===== src/rtl/amt_pkg.sv =====
`timescale 1ns / 1ps
`default_nettype none

package amt_pkg;

    typedef enum logic [2:0] {
        MODE_ADD_VERTEX    = 3'd0,
        MODE_REMOVE_VERTEX = 3'd1,
        MODE_ADD_EDGE      = 3'd2,
        MODE_REMOVE_EDGE   = 3'd3,
        MODE_READ_ROW      = 3'd4
    } t_mode;

    typedef enum logic [2:0] {
        ST_IDLE,
        ST_DECODE,
        ST_READ_WAIT,
        ST_EDGE_A,
        ST_EDGE_B,
        ST_SWEEP,
        ST_RESP
    } t_state;

    typedef struct packed {
        logic load;
        logic add_vertex;
        logic capture_read;
        logic edge_wr_a;
        logic edge_wr_b;
        logic sweep_start;
        logic sweep_step;
        logic remove_done;
        logic emit;
    } t_cmd;

    typedef struct packed {
        logic [2:0] mode;
        logic       add_ok;
        logic       index_ok;
        logic       edge_ok;
        logic       single;
        logic       sweep_last;
        logic       out_free;
    } t_status;

endpackage

`default_nettype wire


===== src/rtl/adjacency_matrix_table.sv =====
// Sequence: every command is loaded, then decoded; read row waits for the memory read,
// add and remove edge write both rows, remove vertex sweeps, and then the result is registered.
// Commands are taken one at a time; the next is taken once the result is registered.
// Remove vertex moves one row and one value per cycle through the single read port
// of the row and value memories.
// Reset clears the vertex count and control; the memories are not cleared.
`timescale 1ns / 1ps
`default_nettype none

module adjacency_matrix_table #(
    parameter int MAX_VERTICES = 32
) (
    input  wire logic               i_clk,
    input  wire logic               i_rst_n,
    input  wire logic               i_valid,
    output logic                    o_ready,
    input  wire logic [2:0]         i_mode,
    input  wire logic signed [31:0] i_vertex_value,
    input  wire logic [5:0]         i_index_a,
    input  wire logic [5:0]         i_index_b,
    output logic                    o_valid,
    input  wire logic               i_ready,
    output logic                    o_accepted,
    output logic [5:0]              o_vertex_count,
    output logic [31:0]             o_row_bits,
    output logic signed [31:0]      o_row_value
);

    import amt_pkg::*;

    t_cmd    cmd;
    t_status status;

    amt_ctrl u_ctrl (
        .i_clk      (i_clk),
        .i_rst_n    (i_rst_n),
        .i_in_valid (i_valid),
        .o_in_ready (o_ready),
        .i_status   (status),
        .o_cmd      (cmd)
    );

    amt_datapath #(
        .MAX_VERTICES (MAX_VERTICES)
    ) u_datapath (
        .i_clk          (i_clk),
        .i_rst_n        (i_rst_n),
        .i_mode         (i_mode),
        .i_vertex_value (i_vertex_value),
        .i_index_a      (i_index_a),
        .i_index_b      (i_index_b),
        .i_cmd          (cmd),
        .o_status       (status),
        .i_out_ready    (i_ready),
        .o_out_valid    (o_valid),
        .o_accepted     (o_accepted),
        .o_vertex_count (o_vertex_count),
        .o_row_bits     (o_row_bits),
        .o_row_value    (o_row_value)
    );

endmodule

`default_nettype wire


===== src/rtl/amt_ram.sv =====
`timescale 1ns / 1ps
`default_nettype none

module amt_ram #(
    parameter int WIDTH = 32,
    parameter int DEPTH = 32
) (
    input  wire logic                     i_clk,
    input  wire logic                     i_we,
    input  wire logic [$clog2(DEPTH)-1:0] i_waddr,
    input  wire logic [WIDTH-1:0]         i_wdata,
    input  wire logic [$clog2(DEPTH)-1:0] i_raddr,
    output logic      [WIDTH-1:0]         o_rdata
);

    logic [WIDTH-1:0] r_mem [DEPTH];
    logic [WIDTH-1:0] r_rdata;

    always_ff @(posedge i_clk) begin
        if (i_we) begin
            r_mem[i_waddr] <= i_wdata;
        end
        r_rdata <= r_mem[i_raddr];
    end

    assign o_rdata = r_rdata;

endmodule

`default_nettype wire


===== src/rtl/amt_ctrl.sv =====
`timescale 1ns / 1ps
`default_nettype none

module amt_ctrl (
    input  wire logic            i_clk,
    input  wire logic            i_rst_n,
    input  wire logic            i_in_valid,
    output logic                 o_in_ready,
    input  wire amt_pkg::t_status i_status,
    output amt_pkg::t_cmd        o_cmd
);

    import amt_pkg::*;

    t_state r_state;
    t_state n_state;

    always_ff @(posedge i_clk) begin
        if (!i_rst_n) begin
            r_state <= ST_IDLE;
        end else begin
            r_state <= n_state;
        end
    end

    always_comb begin
        n_state = r_state;
        case (r_state)
            ST_IDLE: begin
                if (i_in_valid) begin
                    n_state = ST_DECODE;
                end
            end
            ST_DECODE: begin
                n_state = ST_RESP;
                case (i_status.mode)
                    MODE_REMOVE_VERTEX: begin
                        if (i_status.index_ok && !i_status.single) begin
                            n_state = ST_SWEEP;
                        end
                    end
                    MODE_ADD_EDGE, MODE_REMOVE_EDGE: begin
                        if (i_status.edge_ok) begin
                            n_state = ST_EDGE_A;
                        end
                    end
                    MODE_READ_ROW: begin
                        if (i_status.index_ok) begin
                            n_state = ST_READ_WAIT;
                        end
                    end
                    default: n_state = ST_RESP;
                endcase
            end
            ST_READ_WAIT: n_state = ST_RESP;
            ST_EDGE_A:    n_state = ST_EDGE_B;
            ST_EDGE_B:    n_state = ST_RESP;
            ST_SWEEP: begin
                if (i_status.sweep_last) begin
                    n_state = ST_RESP;
                end
            end
            ST_RESP: begin
                if (i_status.out_free) begin
                    n_state = ST_IDLE;
                end
            end
            default: n_state = ST_IDLE;
        endcase
    end

    always_comb begin
        o_cmd      = '0;
        o_in_ready = 1'b0;
        case (r_state)
            ST_IDLE: begin
                o_in_ready = 1'b1;
                o_cmd.load = i_in_valid;
            end
            ST_DECODE: begin
                case (i_status.mode)
                    MODE_ADD_VERTEX: begin
                        o_cmd.add_vertex = i_status.add_ok;
                    end
                    MODE_REMOVE_VERTEX: begin
                        if (i_status.index_ok) begin
                            // A lone vertex leaves no rows to move.
                            o_cmd.remove_done = i_status.single;
                            o_cmd.sweep_start = !i_status.single;
                        end
                    end
                    default: o_cmd = '0;
                endcase
            end
            ST_READ_WAIT: o_cmd.capture_read = 1'b1;
            ST_EDGE_A:    o_cmd.edge_wr_a = 1'b1;
            ST_EDGE_B:    o_cmd.edge_wr_b = 1'b1;
            ST_SWEEP: begin
                o_cmd.sweep_step  = 1'b1;
                o_cmd.remove_done = i_status.sweep_last;
            end
            ST_RESP: o_cmd.emit = i_status.out_free;
            default: o_cmd = '0;
        endcase
    end

endmodule

`default_nettype wire


===== src/rtl/amt_datapath.sv =====
`timescale 1ns / 1ps
`default_nettype none

module amt_datapath #(
    parameter int MAX_VERTICES = 32
) (
    input  wire logic            i_clk,
    input  wire logic            i_rst_n,
    input  wire logic [2:0]      i_mode,
    input  wire logic [31:0]     i_vertex_value,
    input  wire logic [5:0]      i_index_a,
    input  wire logic [5:0]      i_index_b,
    input  wire amt_pkg::t_cmd   i_cmd,
    output amt_pkg::t_status     o_status,
    input  wire logic            i_out_ready,
    output logic                 o_out_valid,
    output logic                 o_accepted,
    output logic [5:0]           o_vertex_count,
    output logic [31:0]          o_row_bits,
    output logic signed [31:0]   o_row_value
);

    import amt_pkg::*;

    localparam int AW = $clog2(MAX_VERTICES);
    localparam int CW = $clog2(MAX_VERTICES + 1);
    localparam int XW = (CW > 6) ? CW : 6;
    localparam int RW = (MAX_VERTICES > 32) ? MAX_VERTICES : 32;

    // Command registers.
    logic [2:0]               r_mode;
    logic [31:0]              r_val;
    logic [5:0]               r_a;
    logic [5:0]               r_b;

    logic [CW-1:0]            r_count;
    logic [CW-1:0]            r_idx;

    logic                     r_acc;
    logic [31:0]              r_res_bits;
    logic [31:0]              r_res_val;

    logic                     r_out_valid;
    logic                     r_o_acc;
    logic [5:0]               r_o_count;
    logic [31:0]              r_o_bits;
    logic [31:0]              r_o_val;

    // Memory ports.
    logic                     row_we;
    logic [AW-1:0]            row_waddr;
    logic [MAX_VERTICES-1:0]  row_wdata;
    logic [MAX_VERTICES-1:0]  row_rdata;
    logic                     val_we;
    logic [AW-1:0]            val_waddr;
    logic [31:0]              val_wdata;
    logic [31:0]              val_rdata;
    logic [AW-1:0]            raddr;

    logic [MAX_VERTICES-1:0]  edge_mask;
    logic [MAX_VERTICES-1:0]  dropped;
    logic [MAX_VERTICES:0]    row_ext;
    logic [RW-1:0]            row_wide;
    logic [CW-1:0]            idx_next;
    logic [CW-1:0]            src_first;
    logic [CW-1:0]            src_next;
    logic                     a_ok;
    logic                     b_ok;

    assign a_ok = XW'(r_a) < XW'(r_count);
    assign b_ok = XW'(r_b) < XW'(r_count);

    always_comb begin
        o_status            = '0;
        o_status.mode       = r_mode;
        o_status.add_ok     = r_count != CW'(MAX_VERTICES);
        o_status.index_ok   = a_ok;
        o_status.edge_ok    = a_ok && b_ok && (r_a != r_b);
        o_status.single     = r_count == CW'(1);
        o_status.sweep_last = r_idx == (r_count - CW'(2));
        o_status.out_free   = !r_out_valid || i_out_ready;
    end

    // Row i of the compacted matrix comes from row i, or from row i + 1 at
    // and above the removed vertex.
    assign idx_next  = r_idx + CW'(1);
    assign src_first = (XW'(r_a) == XW'(0)) ? CW'(1) : CW'(0);
    assign src_next  = (XW'(idx_next) < XW'(r_a)) ? idx_next : idx_next + CW'(1);

    assign edge_mask = MAX_VERTICES'(1) << (i_cmd.edge_wr_a ? r_b[AW-1:0] : r_a[AW-1:0]);

    // Drop the removed vertex's column: bits above it move down by one.
    assign row_ext = {1'b0, row_rdata};
    always_comb begin
        for (int j = 0; j < MAX_VERTICES; j++) begin
            dropped[j] = (j < int'(r_a)) ? row_ext[j] : row_ext[j + 1];
        end
    end

    assign row_wide = RW'(row_rdata);

    always_comb begin
        row_we    = 1'b0;
        row_waddr = r_a[AW-1:0];
        row_wdata = '0;
        val_we    = 1'b0;
        val_waddr = r_count[AW-1:0];
        val_wdata = r_val;
        raddr     = r_a[AW-1:0];
        if (i_cmd.add_vertex) begin
            row_we    = 1'b1;
            row_waddr = r_count[AW-1:0];
            row_wdata = '0;
            val_we    = 1'b1;
        end
        if (i_cmd.edge_wr_a || i_cmd.edge_wr_b) begin
            row_we    = 1'b1;
            row_waddr = i_cmd.edge_wr_a ? r_a[AW-1:0] : r_b[AW-1:0];
            row_wdata = (r_mode == MODE_ADD_EDGE) ? (row_rdata | edge_mask)
                                                   : (row_rdata & ~edge_mask);
            raddr     = r_b[AW-1:0];
        end
        if (i_cmd.sweep_start) begin
            raddr = src_first[AW-1:0];
        end
        if (i_cmd.sweep_step) begin
            row_we    = 1'b1;
            row_waddr = r_idx[AW-1:0];
            row_wdata = dropped;
            val_we    = 1'b1;
            val_waddr = r_idx[AW-1:0];
            val_wdata = val_rdata;
            raddr     = src_next[AW-1:0];
        end
    end

    amt_ram #(
        .WIDTH (MAX_VERTICES),
        .DEPTH (MAX_VERTICES)
    ) u_row_ram (
        .i_clk   (i_clk),
        .i_we    (row_we),
        .i_waddr (row_waddr),
        .i_wdata (row_wdata),
        .i_raddr (raddr),
        .o_rdata (row_rdata)
    );

    amt_ram #(
        .WIDTH (32),
        .DEPTH (MAX_VERTICES)
    ) u_val_ram (
        .i_clk   (i_clk),
        .i_we    (val_we),
        .i_waddr (val_waddr),
        .i_wdata (val_wdata),
        .i_raddr (raddr),
        .o_rdata (val_rdata)
    );

    always_ff @(posedge i_clk) begin
        if (i_cmd.load) begin
            r_mode <= i_mode;
            r_val  <= i_vertex_value;
            r_a    <= i_index_a;
            r_b    <= i_index_b;
        end
        if (i_cmd.sweep_start) begin
            r_idx <= '0;
        end else if (i_cmd.sweep_step) begin
            r_idx <= idx_next;
        end
        if (i_cmd.load) begin
            r_res_bits <= '0;
            r_res_val  <= '0;
        end else if (i_cmd.capture_read) begin
            r_res_bits <= row_wide[31:0];
            r_res_val  <= val_rdata;
        end
        if (i_cmd.emit) begin
            r_o_acc   <= r_acc;
            r_o_count <= 6'(r_count);
            r_o_bits  <= r_res_bits;
            r_o_val   <= r_res_val;
        end
    end

    always_ff @(posedge i_clk) begin
        if (!i_rst_n) begin
            r_count     <= '0;
            r_acc       <= 1'b0;
            r_out_valid <= 1'b0;
        end else begin
            if (i_cmd.add_vertex) begin
                r_count <= r_count + CW'(1);
            end else if (i_cmd.remove_done) begin
                r_count <= r_count - CW'(1);
            end
            if (i_cmd.load) begin
                r_acc <= 1'b0;
            end else if (i_cmd.add_vertex || i_cmd.capture_read || i_cmd.edge_wr_b
                         || i_cmd.remove_done) begin
                r_acc <= 1'b1;
            end
            if (i_cmd.emit) begin
                r_out_valid <= 1'b1;
            end else if (i_out_ready) begin
                r_out_valid <= 1'b0;
            end
        end
    end

    assign o_out_valid    = r_out_valid;
    assign o_accepted     = r_o_acc;
    assign o_vertex_count = r_o_count;
    assign o_row_bits     = r_o_bits;
    assign o_row_value    = r_o_val;

endmodule

`default_nettype wire


===== config.mk =====
export PLATFORM = sky130hd
export DESIGN_NAME = adjacency_matrix_table
export DESIGN_NICKNAME = d
export VERILOG_FILES = /design/src/rtl/amt_pkg.sv /design/src/rtl/adjacency_matrix_table.sv /design/src/rtl/amt_ram.sv /design/src/rtl/amt_ctrl.sv /design/src/rtl/amt_datapath.sv
export SDC_FILE = /design/constraint.sdc
export NUM_CORES = 2
export LEC_CHECK = 0
export BUFFER_PORTS_ARGS = -buffer_cell sky130_fd_sc_hd__buf_2
export CORE_MARGIN = 2
export CORE_UTILIZATION = 30
export DETAILED_ROUTE_END_ITERATION = 10
export REMOVE_ABC_BUFFERS = 1
export SETUP_SLACK_MARGIN = 0.4
export SLEW_MARGIN = 20
export SYNTH_ARGS = -nofsm -noshare
export SYNTH_HDL_FRONTEND = slang
export SYNTH_SLANG_ARGS = --single-unit

===== constraint.sdc =====
create_clock -name i_clk -period 5.04 [get_ports i_clk]
set_input_delay 1.008 -clock i_clk [delete_from_list [all_inputs] [get_ports i_clk]]
set_output_delay 1.008 -clock i_clk [all_outputs]
set_load 0.01 [all_outputs]

==> out/qor.yml <==
worst_hold_path:
  timing.hold.worst.class: "primary input to flop"
  launch_instance_of_the_worst_min_delay_path: "i_vertex_value[0]"
floorplan:
  design.core.area_sq_um: 297000
  dieHeight_microns: 550
  die-area_sq_um: 302000
  design.portCount: 124
  die-width_microns: 550
  placement_rows: 200
  initial_core_utilization_pct: 30.1
route:
  post_drt_wl_per_cell_microns: 26.9
  totalWireLength_microns: 245000
  antenna_violating_nets_post_route: 0
  detail_route.vias_per_cell: 5.18
  detail_route.drc_violations: 0
  detail_route.iter0.violations: 5953
  drtPass1Iterations: 6
  vias: 47200
global_routing:
  global_route_usage_over_all_layers_pct: 15.8
  pin_count_of_the_biggest_net_entering_global_routing: 68
  globalRoute.totalOverflow: 0
  number_of_global_route_vias_before_repair: 46700
  grt_antenna_before_repair: 11
  grt_pass1_wl_microns: 346000
finish:
  final_cells: 9120
  diodes: 0
  commonest_cells_after_routing_fill_and_taps_aside: "edfxtp_1 (2,166), nand2_1 (646), mux4_2 (503)"
  final_layout_size_suffix_gt1_share_pct: 25.0
  area_delta_synth_final_pct: 16.4
  final_net_count: 5084
  final_core_utilization_pct: 35.0
  mostFrequentLayoutCell: "edfxtp_1"
timing:
  worst_slew_pin_slew_ns: 1.16
  setup_repair_after_global_routing_missed_its_margin: "no"
  post-route-period-util_pct: 87.3
  report.final.slew_viol_count: 0
  max_clock_freq_mhz: 227
  finalHoldViolations: 0
  min_hold_slack_ns: 0.312
  min_period_ns: 4.40
  clock-skew-final_ns: 0.0422
  finalSetupViolations: 0
  fin_ws_ns: 0.640
  slew_margin_rel_pct: 22.4
  setup_total_negative_slack_ns: 0
clock_tree:
  post_cts_hold_buffer_count: 0
  cts_tree: "done"
  cts_inserted_buffers: 218
  worstSkewPairLatency_ns: 0.87
  cts-htree-levels: 4
  cts.path.max_buffers: 4
  tritoncts_num_sinks: 2311
  clock_tree.root_cell: "clkbuf_16"
  clkSlewWorstSetupHoldPaths_ns: 0.07
placed_design:
  gpl.final_weighted_congestion: 0.830
  dpl.hpwl_microns: 138000
  place.port_buffers: 123
  numPlacedInstances: 8722
  post-place-ws_ns: 0.471
logic_synthesis:
  post_synthesis_async_set_or_reset_flop_share_pct: 0
  synth-xor-area-share_pct: 0.275
  yosys-mux-area-fraction_pct: 14.3
  synth_fa_ha_area_share_pct: 0.350
  ys.warnings.count: 0
  synth_top_family_by_area: "multiplexers"
  synthesis.area_sq_um: 89300
  syn-instance-count: 4678
  syn_area_per_cell_sq_um: 19.1
  synth_compound_gate_area_share_pct: 2.29
  synth-simple-area-share_pct: 5.19
  synth_seq_area_share_pct: 76.1
  synth-edff-count: 2166
  ys_types: 73
  ys_ff_latch: 2311
  ys.flop_type: "edfxtp_1"
critical_path:
  cpMaxStageDelayCell: "edfxtp_1"
  setup.reg_to_reg.worst_slack_ns: 0.64
  crit_type: "flop to flop"
  timing.critical_path.slowest_cell_delay_ns: 0.68
  worstSetupStartpointType: "flop"
  path_cells: "inv_1 > ha_1 > a41o_1 > o31ai_4 > a2111oi_1 > xnor2_1 > or2_1 > o31a_1 > nor2_4 > buf_12 > buf_4 > a32oi_1 > and3_1"
  path_max_fanout: 18
  rr_startpoint: "u_datapath.r_a[5]$_DFFE_PP_"
  worstRegToRegCells: 13
  worstSetupEndpointType: "flop"
  worst_setup_path_startpoint: "u_datapath.r_a[5]$_DFFE_PP_"
  cp-endpoint: "u_datapath.u_row_ram.o_rdata[0]$_DFF_P_"
  rr_endpoint: "u_datapath.u_row_ram.o_rdata[0]$_DFF_P_"
  crit_arrival_ns: 5.16
  timing.critical_path.required_ns: 5.80
pwr:
  ir_worst_vdd_v: 0.000546
  power_per_cell_area_nw_per_um2: 637
  leakage_power_figure_nw: 33.2
flow_run:
  max_cap_violation_count: 0
run_status:
  outcome: "finished clean"
[stage by stage]
step / instance area, sq um / total power, mW
floorplan: 88100 / 36.4
global placement: 97100 / 50.6
detailed placement: 97100 / 50.8
CTS: 104000 / 66.6
global route: 104000 / 69.0
finish: 104000 / 66.2
[kinds of logic (layout without fill, tap and decap cells)]
logic type,count (synthesis),after routing
mux,649,649
compound gates,300,300
xor+xnor,28,28
fa+ha+maj,25,25
simple gates,1084,1084
flops,2311,2311
buf+inv,281,784
[worst max-delay path, delay by kind of cell, from the launching register on]
kind	cells	cell delay (ns)
compound gates	5	1.26
xor+xnor	1	0.10
fa+ha+maj	1	0.43
buf+inv	3	0.98
flops	1	0.68
simple gates	3	0.77
[routing by layer]
layer / vias to the layer above / global-route usage (%) / share of wire (%)
met5: - / 0 / 0
met4: 0 / 3.92 / 2.5
met3: 376 / 2.50 / 8.0
met2: 2233 / 25.5 / 48
met1: 25200 / 22.3 / 42
li1: 19400 / - / -
[registers in the layout (all words and copies together), names as in the netlist]
| signal | cells |
|---|---|
| u_ctrl.r_state | 3 |
| u_datapath.o_accepted | 1 |
| u_datapath.o_out_valid | 1 |
| u_datapath.o_row_bits | 32 |
| u_datapath.o_row_value | 32 |
| u_datapath.o_vertex_count | 6 |
| u_datapath.r_a | 6 |
| u_datapath.r_acc | 1 |
| u_datapath.r_b | 6 |
| u_datapath.r_count | 6 |
| u_datapath.r_idx | 6 |
| u_datapath.r_mode | 3 |
| u_datapath.r_res_bits | 32 |
| u_datapath.r_res_val | 32 |
| u_datapath.r_val | 32 |
| u_datapath.u_row_ram.o_rdata | 32 |
| u_datapath.u_row_ram.r_mem | 1024 |
| u_datapath.u_val_ram.o_rdata | 32 |
| u_datapath.u_val_ram.r_mem | 1024 |
[worst min path at each step]
| stage | to | slack (ns) | depth (start not counted) |
|---|---|---|---|
| final | u_datapath.r_val[0]$_DFFE_PP_ | 0.31 | 1 |
| after global routing | u_datapath.r_val[0]$_DFFE_PP_ | 0.27 | 1 |
| after CTS | u_datapath.r_val[0]$_DFFE_PP_ | 0.25 | 1 |
| after detailed placement | u_datapath.o_row_bits[18]$_DFFE_PP_ | 0.41 | 0 |
| after global placement | u_datapath.o_row_bits[30]$_DFFE_PP_ | 0.41 | 0 |
| after floorplan | u_datapath.o_row_bits[0]$_DFFE_PP_ | 0.41 | 0 |
[report_power, final]
| group | leakage [nW] | total, mW | switching (mW) | internal (mW) |
|---|---|---|---|---|
| sequential | 21.0 | 25.5 | 0.970 | 24.6 |
| combinational | 8.91 | 24.9 | 14.6 | 10.3 |
| clock | 3.29 | 15.8 | 7.05 | 8.71 |
| total | 33.2 | 66.2 | 22.6 | 43.6 |
[timing repair]
item                       in CTS  in global routing
buffers inserted                0                  5
setup endpoints to repair       0                 64
gates resized for setup         0                  5
[Yosys cell counts (16+ instances only)]
| cell | instances | share of area (%) |
|---|---|---|
| a21oi_1 | 93 | 0.52 |
| a32oi_1 | 62 | 0.61 |
| and3_1 | 68 | 0.48 |
| buf_1 | 32 | 0.13 |
| buf_2 | 85 | 0.48 |
| buf_4 | 33 | 0.28 |
| clkbuf_1 | 104 | 0.44 |
| dfxtp_1 | 145 | 3.3 |
| edfxtp_1 | 2166 | 73 |
| ha_1 | 25 | 0.35 |
| inv_1 | 18 | 0.076 |
| mux2i_1 | 144 | 1.6 |
| mux4_2 | 503 | 13 |
| nand2_1 | 648 | 2.7 |
| nand3_1 | 167 | 0.94 |
| nor2_1 | 130 | 0.55 |
| o21ai_0 | 28 | 0.16 |
| o22ai_1 | 34 | 0.24 |
| xnor2_1 | 16 | 0.16 |
[layout make-up]
class,instances,area [sq um]
sequential,2311,67900
clock inverter,93,669
timing repair buffer,370,3430
clock buffer,300,6040
tap,3939,4930
multi-input combinational,2086,20800
inverter,21,78.8
fill,27500,193000
(Power assumes the default switching activity.)
